--- src/hdl/spt_pkg.sv ---
// ---------------------------------------------------------------------------
// spt_pkg
// Shared types, widths and codes for the sorted process table.
// ---------------------------------------------------------------------------
`default_nettype none

package spt_pkg;

  localparam int DEPTH_DEFAULT    = 16;
  localparam int ID_WIDTH_DEFAULT = 16;

  localparam int CMD_W    = 2;
  localparam int PID_W    = 16;
  localparam int POS_W    = 8;
  localparam int STATUS_W = 3;

  localparam logic [CMD_W-1:0] CMD_INSERT = 2'd0;
  localparam logic [CMD_W-1:0] CMD_REMOVE = 2'd1;
  localparam logic [CMD_W-1:0] CMD_GET    = 2'd2;

  localparam logic [STATUS_W-1:0] ST_OK          = 3'd0;
  localparam logic [STATUS_W-1:0] ST_INVALID     = 3'd1;
  localparam logic [STATUS_W-1:0] ST_DUP_MISSING = 3'd2;
  localparam logic [STATUS_W-1:0] ST_BOUNDS      = 3'd3;
  localparam logic [STATUS_W-1:0] ST_FULL        = 3'd4;

  // broadcast control from the sequencer to every cell
  typedef struct packed {
    logic cmp;
    logic ins;
    logic rem;
  } op_ctl_t;

  // registered compare results of one cell
  typedef struct packed {
    logic lt;
    logic eq;
  } cell_flags_t;

endpackage

`default_nettype wire

--- src/hdl/spt_req_if.sv ---
// ---------------------------------------------------------------------------
// spt_req_if
// Request channel: command word with valid/ready handshake.
// ---------------------------------------------------------------------------
`default_nettype none

interface spt_req_if;
  logic                       valid;
  logic                       ready;
  logic [spt_pkg::CMD_W-1:0]  command;
  logic [spt_pkg::PID_W-1:0]  pid_value;
  logic [spt_pkg::POS_W-1:0]  position;

  modport source (output valid, output command, output pid_value, output position,
                  input ready);
  modport sink   (input valid, input command, input pid_value, input position,
                  output ready);
endinterface

`default_nettype wire

--- src/hdl/spt_rsp_if.sv ---
// ---------------------------------------------------------------------------
// spt_rsp_if
// Response channel: status word with valid/ready handshake.
// ---------------------------------------------------------------------------
`default_nettype none

interface spt_rsp_if;
  logic                          valid;
  logic                          ready;
  logic [spt_pkg::STATUS_W-1:0]  status;
  logic [spt_pkg::PID_W-1:0]     found_pid;
  logic [spt_pkg::PID_W-1:0]     parent_pid;

  modport source (output valid, output status, output found_pid, output parent_pid,
                  input ready);
  modport sink   (input valid, input status, input found_pid, input parent_pid,
                  output ready);
endinterface

`default_nettype wire

--- src/hdl/spt_cell.sv ---
// ---------------------------------------------------------------------------
// spt_cell
// One table slot: holds an ID and its parent, compares against the broadcast
// key and shifts to or from its neighbors on insert and remove.
// ---------------------------------------------------------------------------
`default_nettype none

module spt_cell #(
  parameter int ID_WIDTH = spt_pkg::ID_WIDTH_DEFAULT,
  parameter int IDX      = 0
) (
  input  wire logic                       clk,
  input  wire logic                       rst,
  input  wire spt_pkg::op_ctl_t           ctl,
  input  wire logic [ID_WIDTH-1:0]        key,
  input  wire logic [spt_pkg::POS_W-1:0]  pos,
  input  wire logic                       left_valid,
  input  wire logic [ID_WIDTH-1:0]        left_id,
  input  wire logic [ID_WIDTH-1:0]        left_par,
  input  wire logic                       left_lt,
  input  wire logic                       right_valid,
  input  wire logic [ID_WIDTH-1:0]        right_id,
  input  wire logic [ID_WIDTH-1:0]        right_par,
  output logic                            valid,
  output logic [ID_WIDTH-1:0]             id,
  output logic [ID_WIDTH-1:0]             par,
  output spt_pkg::cell_flags_t            flags,
  output logic [ID_WIDTH-1:0]             rd_id,
  output logic [ID_WIDTH-1:0]             rd_par
);

  localparam logic [spt_pkg::POS_W-1:0] MY_POS = spt_pkg::POS_W'(IDX);

  logic sel;

  assign sel = valid && (pos == MY_POS);

  // compare phase: flags and the masked read word
  always_ff @(posedge clk) begin
    if (ctl.cmp) begin
      flags.lt <= valid && (id < key);
      flags.eq <= valid && (id == key);
      rd_id    <= sel ? id  : '0;
      rd_par   <= sel ? par : '0;
    end
  end

  // apply phase: shift right on insert, shift left on remove
  always_ff @(posedge clk) begin
    if (rst) begin
      valid <= (IDX == 0);
      id    <= (IDX == 0) ? ID_WIDTH'(1) : '0;
      par   <= '0;
    end else if (ctl.ins && !flags.lt) begin
      if (left_lt) begin
        valid <= 1'b1;
        id    <= key;
        par   <= left_id;
      end else begin
        valid <= left_valid;
        id    <= left_id;
        par   <= left_par;
      end
    end else if (ctl.rem && valid && !flags.lt) begin
      valid <= right_valid;
      id    <= right_id;
      par   <= right_par;
    end
  end

endmodule

`default_nettype wire

--- src/hdl/sorted_process_table_unit.sv ---
// ---------------------------------------------------------------------------
// sorted_process_table_unit
// Sorted table of process IDs built as a chain of compare-and-shift cells.
// ---------------------------------------------------------------------------
// Each request passes through the states S_IDLE, in which the word is
// accepted and latched, S_CMP, in which every cell compares its ID with the
// key in parallel, and S_APPLY, in which the cells shift by one slot (insert
// or remove) or the addressed cell is read (get). The response register is
// loaded at the edge that ends S_APPLY. A new word is accepted only once the
// apply state has written the response, so each word is through the cell
// chain before the next is taken, as set by the compare-then-shift sequence.
// A response that is still held stalls the apply cycle, and the input stays
// closed until it moves. The response register lets the next word in while a
// result waits. After reset the table holds ID 1 with parent 0 in slot zero;
// that entry never moves.
`default_nettype none

module sorted_process_table_unit #(
  parameter int TABLE_DEPTH = spt_pkg::DEPTH_DEFAULT,
  parameter int ID_WIDTH    = spt_pkg::ID_WIDTH_DEFAULT
) (
  input  wire logic   clk,
  input  wire logic   rst,
  spt_req_if.sink     req,
  spt_rsp_if.source   rsp
);

  localparam int CNT_W = $clog2(TABLE_DEPTH + 1);
  localparam int CMP_W = (CNT_W > spt_pkg::POS_W) ? CNT_W : spt_pkg::POS_W;

  typedef enum logic [2:0] {
    S_IDLE  = 3'b001,
    S_CMP   = 3'b010,
    S_APPLY = 3'b100
  } state_t;

  state_t state, state_next;

  logic [spt_pkg::CMD_W-1:0]  cmd_q;
  logic [ID_WIDTH-1:0]        key_q;
  logic [spt_pkg::POS_W-1:0]  pos_q;
  logic [CNT_W-1:0]           count;

  logic                          rsp_valid;
  logic [spt_pkg::STATUS_W-1:0]  rsp_status;
  logic [spt_pkg::PID_W-1:0]     rsp_found;
  logic [spt_pkg::PID_W-1:0]     rsp_parent;

  spt_pkg::op_ctl_t     ctl;
  spt_pkg::cell_flags_t flags [TABLE_DEPTH];
  logic                 cell_valid [TABLE_DEPTH];
  logic [ID_WIDTH-1:0]  cell_id    [TABLE_DEPTH];
  logic [ID_WIDTH-1:0]  cell_par   [TABLE_DEPTH];
  logic [ID_WIDTH-1:0]  rd_id      [TABLE_DEPTH];
  logic [ID_WIDTH-1:0]  rd_par     [TABLE_DEPTH];
  logic [TABLE_DEPTH-1:0] valid_vec;

  logic                          accept;
  logic                          apply_go;
  logic                          found;
  logic                          key_bad;
  logic                          get_ok;
  logic [ID_WIDTH-1:0]           rd_id_all;
  logic [ID_WIDTH-1:0]           rd_par_all;
  logic [spt_pkg::STATUS_W-1:0]  status_next;
  logic                          do_ins;
  logic                          do_rem;

  assign req.ready = (state == S_IDLE);
  assign accept    = req.valid && req.ready;
  assign apply_go  = (state == S_APPLY) && (!rsp_valid || rsp.ready);

  always_comb begin
    state_next = state;
    unique case (state)
      S_IDLE:  if (accept) state_next = S_CMP;
      S_CMP:   state_next = S_APPLY;
      S_APPLY: if (apply_go) state_next = S_IDLE;
      default: state_next = S_IDLE;
    endcase
  end

  always_ff @(posedge clk) begin
    if (rst) begin
      state <= S_IDLE;
    end else begin
      state <= state_next;
    end
  end

  always_ff @(posedge clk) begin
    if (accept) begin
      cmd_q <= req.command;
      key_q <= ID_WIDTH'(32'(req.pid_value));
      pos_q <= req.position;
    end
  end

  // ---- cell chain ----
  assign ctl.cmp = (state == S_CMP);
  assign ctl.ins = apply_go && do_ins;
  assign ctl.rem = apply_go && do_rem;

  for (genvar i = 0; i < TABLE_DEPTH; i++) begin : g_cell
    logic                left_valid, left_lt, right_valid;
    logic [ID_WIDTH-1:0] left_id, left_par, right_id, right_par;

    if (i == 0) begin : g_head
      assign left_valid = 1'b0;
      assign left_lt    = 1'b0;
      assign left_id    = '0;
      assign left_par   = '0;
    end else begin : g_mid
      assign left_valid = cell_valid[i-1];
      assign left_lt    = flags[i-1].lt;
      assign left_id    = cell_id[i-1];
      assign left_par   = cell_par[i-1];
    end

    if (i == TABLE_DEPTH - 1) begin : g_tail
      assign right_valid = 1'b0;
      assign right_id    = '0;
      assign right_par   = '0;
    end else begin : g_body
      assign right_valid = cell_valid[i+1];
      assign right_id    = cell_id[i+1];
      assign right_par   = cell_par[i+1];
    end

    spt_cell #(
      .ID_WIDTH (ID_WIDTH),
      .IDX      (i)
    ) u_cell (
      .clk         (clk),
      .rst         (rst),
      .ctl         (ctl),
      .key         (key_q),
      .pos         (pos_q),
      .left_valid  (left_valid),
      .left_id     (left_id),
      .left_par    (left_par),
      .left_lt     (left_lt),
      .right_valid (right_valid),
      .right_id    (right_id),
      .right_par   (right_par),
      .valid       (cell_valid[i]),
      .id          (cell_id[i]),
      .par         (cell_par[i]),
      .flags       (flags[i]),
      .rd_id       (rd_id[i]),
      .rd_par      (rd_par[i])
    );

    assign valid_vec[i] = cell_valid[i];
  end

  // only the addressed cell has a nonzero read word
  always_comb begin
    found      = 1'b0;
    rd_id_all  = '0;
    rd_par_all = '0;
    for (int k = 0; k < TABLE_DEPTH; k++) begin
      found      = found | flags[k].eq;
      rd_id_all  = rd_id_all | rd_id[k];
      rd_par_all = rd_par_all | rd_par[k];
    end
  end

  assign key_bad = (key_q <= ID_WIDTH'(1));
  assign get_ok  = (CMP_W'(pos_q) < CMP_W'(count));

  always_comb begin
    status_next = spt_pkg::ST_INVALID;
    do_ins      = 1'b0;
    do_rem      = 1'b0;
    unique case (cmd_q)
      spt_pkg::CMD_INSERT: begin
        if (key_bad) begin
          status_next = spt_pkg::ST_INVALID;
        end else if (found) begin
          status_next = spt_pkg::ST_DUP_MISSING;
        end else if (count == CNT_W'(TABLE_DEPTH)) begin
          status_next = spt_pkg::ST_FULL;
        end else begin
          status_next = spt_pkg::ST_OK;
          do_ins      = 1'b1;
        end
      end
      spt_pkg::CMD_REMOVE: begin
        if (key_bad) begin
          status_next = spt_pkg::ST_INVALID;
        end else if (!found) begin
          status_next = spt_pkg::ST_DUP_MISSING;
        end else begin
          status_next = spt_pkg::ST_OK;
          do_rem      = 1'b1;
        end
      end
      spt_pkg::CMD_GET: begin
        status_next = get_ok ? spt_pkg::ST_OK : spt_pkg::ST_BOUNDS;
      end
      default: status_next = spt_pkg::ST_INVALID;
    endcase
  end

  always_ff @(posedge clk) begin
    if (rst) begin
      count <= CNT_W'(1);
    end else if (ctl.ins) begin
      count <= count + CNT_W'(1);
    end else if (ctl.rem) begin
      count <= count - CNT_W'(1);
    end
  end

  // ---- response register ----
  always_ff @(posedge clk) begin
    if (rst) begin
      rsp_valid <= 1'b0;
    end else if (apply_go) begin
      rsp_valid <= 1'b1;
    end else if (rsp.ready) begin
      rsp_valid <= 1'b0;
    end
  end

  always_ff @(posedge clk) begin
    if (apply_go) begin
      rsp_status <= status_next;
      if (cmd_q == spt_pkg::CMD_GET && get_ok) begin
        rsp_found  <= spt_pkg::PID_W'(32'(rd_id_all));
        rsp_parent <= spt_pkg::PID_W'(32'(rd_par_all));
      end else begin
        rsp_found  <= '0;
        rsp_parent <= '0;
      end
    end
  end

  assign rsp.valid      = rsp_valid;
  assign rsp.status     = rsp_status;
  assign rsp.found_pid  = rsp_found;
  assign rsp.parent_pid = rsp_parent;

  // ---- assertions ----
  a_root_entry: assert property (@(posedge clk) disable iff (rst)
    cell_valid[0] && (cell_id[0] == ID_WIDTH'(1)))
    else $error("slot zero lost the root entry");

  a_count_match: assert property (@(posedge clk) disable iff (rst)
    count == CNT_W'($countones(valid_vec)))
    else $error("entry count disagrees with occupied cells");

  a_packed: assert property (@(posedge clk) disable iff (rst)
    (valid_vec & (valid_vec + 1'b1)) == '0)
    else $error("occupied cells are not contiguous from slot zero");

  a_one_shift: assert property (@(posedge clk) disable iff (rst)
    !(ctl.ins && ctl.rem))
    else $error("insert and remove shift in the same cycle");

  a_rsp_source: assert property (@(posedge clk) disable iff (rst)
    $rose(rsp.valid) |-> $past(state == S_APPLY))
    else $error("response appeared without an apply cycle");

endmodule

`default_nettype wire

--- src/flat_wrapper.sv ---
// flat-port wrapper written by rule: the top's interface ports become plain ports
module sorted_process_table_unit_flat 
#(
  parameter int TABLE_DEPTH = spt_pkg::DEPTH_DEFAULT,
  parameter int ID_WIDTH    = spt_pkg::ID_WIDTH_DEFAULT
)
  (clk, rst, req_valid, req_command, req_pid_value, req_position, req_ready, rsp_valid, rsp_status, rsp_found_pid, rsp_parent_pid, rsp_ready);
  spt_req_if req_i ();
  spt_rsp_if rsp_i ();
  input  wire logic clk;
  input  wire logic rst;
  input wire logic [$bits(req_i.valid)-1:0] req_valid;
  input wire logic [$bits(req_i.command)-1:0] req_command;
  input wire logic [$bits(req_i.pid_value)-1:0] req_pid_value;
  input wire logic [$bits(req_i.position)-1:0] req_position;
  output wire logic [$bits(req_i.ready)-1:0] req_ready;
  output wire logic [$bits(rsp_i.valid)-1:0] rsp_valid;
  output wire logic [$bits(rsp_i.status)-1:0] rsp_status;
  output wire logic [$bits(rsp_i.found_pid)-1:0] rsp_found_pid;
  output wire logic [$bits(rsp_i.parent_pid)-1:0] rsp_parent_pid;
  input wire logic [$bits(rsp_i.ready)-1:0] rsp_ready;
  assign req_i.valid = req_valid;
  assign req_i.command = req_command;
  assign req_i.pid_value = req_pid_value;
  assign req_i.position = req_position;
  assign req_ready = req_i.ready;
  assign rsp_valid = rsp_i.valid;
  assign rsp_status = rsp_i.status;
  assign rsp_found_pid = rsp_i.found_pid;
  assign rsp_parent_pid = rsp_i.parent_pid;
  assign rsp_i.ready = rsp_ready;
  sorted_process_table_unit #(.TABLE_DEPTH(TABLE_DEPTH), .ID_WIDTH(ID_WIDTH)) u_core (.clk(clk), .rst(rst), .req(req_i), .rsp(rsp_i));
endmodule
--- config.mk ---
export PLATFORM = sky130hd
export DESIGN_NAME = sorted_process_table_unit_flat
export DESIGN_NICKNAME = d
export VERILOG_FILES = /design/src/hdl/spt_pkg.sv /design/src/hdl/spt_req_if.sv /design/src/hdl/spt_rsp_if.sv /design/src/hdl/spt_cell.sv /design/src/hdl/sorted_process_table_unit.sv /design/src/flat_wrapper.sv
export SDC_FILE = /design/constraint.sdc
export NUM_CORES = 2
export LEC_CHECK = 0
export BUFFER_PORTS_ARGS = -buffer_cell sky130_fd_sc_hd__buf_4
export CAP_MARGIN = 25
export CORE_MARGIN = 10
export CORE_UTILIZATION = 55
export CTS_CLUSTER_SIZE = 12
export DETAILED_ROUTE_END_ITERATION = 10
export PLACE_DENSITY = 0.71
export SLEW_MARGIN = 20
export SYNTH_ARGS = -nofsm -noshare
export SYNTH_HDL_FRONTEND = slang
export SYNTH_HIERARCHICAL = 1
export SYNTH_SLANG_ARGS = --single-unit
--- constraint.sdc ---
create_clock -name clk -period 49.3 [get_ports clk]
set_clock_uncertainty 0.2 [all_clocks]
set_input_delay 4.93 -clock clk [delete_from_list [all_inputs] [get_ports clk]]
set_output_delay 4.93 -clock clk [all_outputs]
set_load 0.02 [all_outputs]
-- Yosys cells after proc, flatten, opt, wreduce, memory -nomap -nowiden
Index checks and enable logic that the tools add are counted.
- bitwise gates (word level): 45
- $lt $le $gt $ge: 18
- add/subtract/negate cells: 2
- reductions and logical operators: 141
- mux-type cells: 159
- equality and inequality tests: 39
- operator list (operator ; count):
    16-bit two-way mux ; 89
    16-bit OR ; 30
    16-bit equality test ; 16
    16-bit less-than comparator ; 16
    1-bit logical AND ; 101
    8-bit by 4-bit equality test with 1-bit output, second input constant ; 8
    1-bit two-way mux ; 58
    2-bit nonzero test ; 18
    8-bit by 3-bit equality test with 1-bit output, second input constant ; 4
    3-bit two-way mux ; 6
    3-bit case mux with 3 select lines ; 2
    1-bit zero test ; 17
    8-bit by 2-bit equality test with 1-bit output, second input constant ; 2
    16-bit by 1-bit <= comparator with 1-bit output, second input constant ; 1
    1-bit OR ; 15
    5-bit two-way mux ; 2
    8-bit by 1-bit equality test with 1-bit output, second input constant ; 1
    8-bit zero test ; 1
    8-bit by 5-bit less-than comparator with 1-bit output ; 1
    5-bit by 1-bit adder with 5-bit output, second input constant ; 1
    5-bit equality test, second input constant ; 1
    5-bit by 1-bit subtractor with 5-bit output, second input constant ; 1
    2-bit two-way mux ; 2
    3-bit by 1-bit equality test with 1-bit output, second input constant ; 1
    10 further kinds ; 10
- register bits after elaboration: 1142
- logic and storage cells: 526

-- Logic depth before layout (Yosys ltp)
- depth in word-level cells: 23
- gate-level depth with buffers: 11
- gate-level depth less buffers: 10

-- Modules after synthesis
The synthesis kept the hierarchy.
- modules (own cells, without submodules) (module ; area each (um^2) ; instances ; seq. area each (um^2) ; cells each):
    spt_cell (u_core.g_cell[10].u_cell ...) ; 3455.8 ; 4 ; 1681.6 ; 353
    spt_cell (u_core.g_cell[5].u_cell ...) ; 3458.3 ; 3 ; 1681.6 ; 353
    spt_cell (u_core.g_cell[13].u_cell ...) ; 3522.1 ; 2 ; 1681.6 ; 354
    spt_cell (u_core.g_cell[4].u_cell ...) ; 3467.1 ; 2 ; 1681.6 ; 353
    sorted_process_table_unit ; 3991.3 ; 1 ; 2011.9 ; 329
    spt_cell (u_core.g_cell[15].u_cell) ; 3497.1 ; 1 ; 1681.6 ; 354
    spt_cell (u_core.g_cell[12].u_cell) ; 3470.8 ; 1 ; 1681.6 ; 353
    spt_cell (u_core.g_cell[3].u_cell) ; 3454.6 ; 1 ; 1681.6 ; 353
    spt_cell (u_core.g_cell[11].u_cell) ; 3452.1 ; 1 ; 1681.6 ; 353
    spt_cell (u_core.g_cell[0].u_cell) ; 3449.6 ; 1 ; 1681.6 ; 353

-- Worst setup path after synthesis
OpenSTA, ideal clock, no wires.
- path kind: register to register
- start: reg u_core.state[1]
- end: reg u_core/g_cell[0].u_cell/flags[0] (netlist name)
- library setup time: 2.230 ns
- path slack: 7.271 ns
- arrival: 39.599 ns
- cell stages (with the launch flop): 2
- cells stage by stage: dfxtp_1 nor3b_1
- RTL lines (what ; RTL line ; RTL):
    from (decl) ; sorted_process_table_unit.sv:37 ; state_t state, state_next;
    from (signal assigned) ; sorted_process_table_unit.sv:87 ; state <= state_next;

==> summary.md <==
| Metric | Value |
|---|---|
| Syn Std Cell Area | `about 59,000 um2` |
| H-Tree Level Count | `3` |
| Total grt overflow | `0` |
| Area grow syn2layout | `9.23%` |
| Clk sink count | `~1,100` |
| Netlist cell types | `60` |
| Starting density of the core | `a little under three fifths` |
| Sum of buffers and inverters on the critical path | `4` |
| RR Startpoint | `u_core/g_cell[0].u_cell/flags[0]$_DFFE_PP_` |
| Num CTS Buffers | `between 100 and 150` |
| Worst Hold Depth | `2` |
| Die H | `349 um` |
| Clock buffer depth | `3` |
| Post-layout minimum cycle time | `about 7.6 ns` |
| RR Endpoint | `u_core/g_cell[12].u_cell/par[8]$_SDFFE_PP0P_` |
| Final Cell Area | `65,000 um2` |
| First-pass GRT wire length | `between 200,000 and 300,000 um` |
| Crit-path max FO | `42` |
| Initial DRC Count | `roughly 6,300` |
| Synth warnings | `6` |
| Fin nets | `around 6,300` |
| Met1 usage | `~43%` |
| PostCTS Resize Cnt | `0` |
| Sw frac | `a little under a quarter` |
| PwrDens | `~30 nW/um2` |
| Worst Hold Class | `reg2reg` |
| Worst-path cell chain | `buf_4 -> nor2b_1 -> nor3_4 -> nand2_2 -> or2_2 -> inv_1 -> buf_4 -> nor2b_4 -> buf_4 -> nand2_1 -> o211ai_1 -> a21oi_1` |
| LEAKAGE | `~23 nW` |
| #FFs+latches synth | `1,142` |
| Vias/cell | `about 6.4` |
| Critical Path End Type | `flip-flop` |
| R2R cell count | `11` |
| Largest net degree at the start of global routing | `207` |
| Worst setup SP type | `input port` |
| Clock root buffer | `clkbuf_16` |
| Dpl hpwl | `approximately 130,000 um` |
| Via Count | `roughly 48,000` |
| CP max-delay cell | `nor2b_4` |
| R2r setup slk | `44.53 ns` |
| Met3 Usage GRT | `around 5.5%` |
| Most common cell on crit path | `buf_4` |
| Post-synth ARST share | `0%` |
| GR met2 Demand/Resource | `47.2%` |
| HP Start | `u_core/g_cell[0].u_cell/par[2]$_SDFFE_PP0P_` |
| GR Util All Layers | `just over 30%` |
| Outcome | `complete, no violations` |
| Placed cell areas | `slightly above 60,000 um2` |
| P_sw | `approximately 440 uW` |
| RSZ-0062 raised after global routing | `no` |
| Syn Area/Cell | `roughly 10 um2` |
| WHS Endpoint | `u_core/g_cell[0].u_cell/par[2]$_SDFFE_PP0P_` |
| Slew headroom | `under 10%` |
| Drt first pass iters | `8` |
| Layout cells sized above 1 | `9.34%` |
| Combinational fraction of design power | `around 4.0%` |
| Horiz. Die Dim | `349 um` |
| Worst vdd ir | `roughly 0.027 mV` |
| Initial antenna violation count | `4` |
| Site Rows | `120` |
| CTS tree | `yes` |
| Critical Path AT | `7.97 ns` |
| Crit-path max cell delay | `slightly above 0.6 ns` |
| Final setup vio count | `0` |
| Core footprint | `about 110,000 um2` |
| Wire per inst | `~26 um` |
| Top Usage Layer GRT | `met2` |
| Placed cell count | `7,250` |
| Reg clk slew, reported paths | `about 0.06 ns` |
| Post-CTS Hold Buffers | `0` |
| ANT cells | `0` |
| Post-CTS setup buffer count | `0` |
| WP data required | `a little under 50 ns` |
| Sequential share of power | `between 50% and 60%` |
| Final period util | `approximately 15%` |
| Clock Latency Late Sink | `roughly 0.73 ns` |
| Final TNS setup | `0 ns` |
| Fmax | `approximately 130 MHz` |
| Part of the Yosys area used for sequential elements | `roughly half` |
| Pint | `around 1.5 mW` |
| Syn Inst Count | `between 5,000 and 6,000` |
| Clk network pwr share | `about 45%` |
| Worst-Margin Slew | `between 1 and 1.5 ns` |
| I/O pin count | `between 60 and 70` |
| Final Non-Filler Cells | `7,483` |
| Max-slew violation count | `0` |
| Total power | `1.96 mW` |
| Vias in the first global route | `about 44,000` |
| Residual DRC | `0` |
| Total Wirelength | `194,000 um` |
| Hold Violations, Final | `0` |
| I/O Buffers | `66` |
| DIE AREA | `between 100,000 and 150,000 um2` |
| Post-synth EDFFs | `~610` |
| Final GP Congestion | `0.912` |
| Critical path type | `in2reg` |
| Main synth FF type | `edfxtp_1` |
| Number of antenna-violating nets in the routed design | `0` |
| MaxCap Viol Count | `0` |
| Final hold slack | `~0.27 ns` |
| Crit path max-delay family | `simple AND/OR/NAND/NOR gates` |
-- cell type report --
| cell class | count | area (um2) |
|---|---|---|
| tap | 1403 | 1760 |
| inverter | 279 | 1050 |
| clock inverter | 34 | 221 |
| fill | 8962 | 42200 |
| sequential | 1142 | 28900 |
| timing repair buffer | 198 | 1560 |
| clock buffer | 190 | 3480 |
| multi-input combinational | 4237 | 28000 |
-- Yosys cell counts, types with 10 or more instances --
cell type | number | share of area (%)
nand3_1 | 66 | 0.56
a41oi_2 | 30 | 0.82
or2_1 | 13 | 0.14
a211oi_1 | 32 | 0.40
clkbuf_1 | 212 | 1.3
edfxtp_1 | 605 | 31
and2_1 | 441 | 4.6
nor4_1 | 147 | 1.5
nand3b_1 | 10 | 0.13
o21ai_0 | 24 | 0.20
buf_1 | 34 | 0.21
ha_1 | 263 | 5.5
buf_4 | 16 | 0.20
inv_1 | 279 | 1.8
a221o_1 | 16 | 0.27
and3_1 | 17 | 0.18
nor4_4 | 10 | 0.36
nand4_1 | 55 | 0.58
and4_1 | 17 | 0.25
nor2_1 | 53 | 0.33
mux2i_1 | 515 | 8.7
a21o_1 | 20 | 0.25
and2_2 | 73 | 0.92
o211ai_1 | 511 | 6.4
buf_2 | 76 | 0.64
dfxtp_1 | 537 | 18
nand2_1 | 1074 | 6.8
nor2b_1 | 20 | 0.21
a21oi_1 | 649 | 5.5
nor3_1 | 12 | 0.10
nand2b_1 | 18 | 0.19
buf_6 | 57 | 1.1
-- worst max path at each step --
stage                                 startpoint                                      endpoint  cells after the start
floorplan           u_core/state[1]$_SDFFE_PP0P_    u_core/g_cell[0].u_cell/flags[0]$_DFFE_PP_                      1
global placement                       rsp_ready   u_core/g_cell[12].u_cell/id[6]$_SDFFE_PP0P_                     12
detailed placement                     rsp_ready  u_core/g_cell[12].u_cell/par[8]$_SDFFE_PP0P_                     12
CTS                                    rsp_ready  u_core/g_cell[12].u_cell/par[8]$_SDFFE_PP0P_                     12
global route                           rsp_ready  u_core/g_cell[12].u_cell/par[6]$_SDFFE_PP0P_                     12
finish                                 rsp_ready  u_core/g_cell[12].u_cell/par[8]$_SDFFE_PP0P_                     12
-- worst register-to-register path: stages, from the launching register on --
cell and delay, ns:
edfxtp_1 0.40, nor4_1 0.87, and4_1 0.49, nand3_1 0.13, or2_2 0.35, inv_1 0.07, buf_4 0.50, nor2b_4 0.66
buf_4 0.54, nand2_1 0.14, o211ai_1 0.13, a21oi_1 0.10
-- power groups by stage --
stage                     clock network [mW]  registers [mW]  logic, mW
after floorplan                            0            1.05     0.0425
after CTS                              0.878            1.01     0.0746
final                                  0.871            1.01     0.0775
after global placement                     0            1.03     0.0719
after detailed placement                   0            1.03     0.0743
after global routing                   0.913            1.01     0.0831
-- registers in the layout (all words and copies together), names as in the netlist --
name and flops:
u_core/rsp.valid 1, u_core/state 3, u_core/key_q 16, u_core/count 5
u_core/rsp.parent_pid 16, u_core/g_cell.u_cell/flags 32, u_core/rsp.status 3, u_core/g_cell.u_cell/par 256
u_core/pos_q 8, u_core/g_cell.u_cell/rd_id 256, u_core/g_cell.u_cell/rd_par 256, u_core/g_cell.u_cell/id 256
u_core/g_cell.u_cell/valid 16, u_core/rsp.found_pid 16, u_core/cmd_q 2
-- logic make-up after synthesis --
group	after synthesis	share of synthesized area, %
compound gates	1297	14.0
fa+ha+maj	264	5.56
xor+xnor	2	0.0294
mux	517	8.70
simple gates	2074	17.7
other cells	1	0.00630
buf+inv	683	5.31
flops	1142	48.6
-- layout by cell type (no fill, tap or decap), types with 55 or more instances in the layout --
master        n
mux2i_1     515
nand4_1      55
nand3_1      66
a21oi_1     649
nand2_1    1074
o211ai_1    511
and2_2       73
inv_1       279
dfxtp_1     537
clkbuf_16   123
ha_1        263
conb_1       83
nor4_1      132
buf_4       183
and2_1      441
edfxtp_1    605
-- routing by layer --
layer / part of all wire, % / routed length (um)
met1: 41 / 79600
met2: 44 / 86300
met3: 10 / 20000
met4: 4.2 / 8110
met5: 0.015 / 29
-- stage by stage --
stage / util, % / worst slack [ns]
after CTS: 60.5 / 41.81
after global placement: 57.0 / 41.14
after global routing: 60.6 / 41.56
after floorplan: - / 7.27
after detailed placement: 57.1 / 41.08
final: 60.6 / 41.66
No activity file was read; power rests on OpenSTA's default activity.
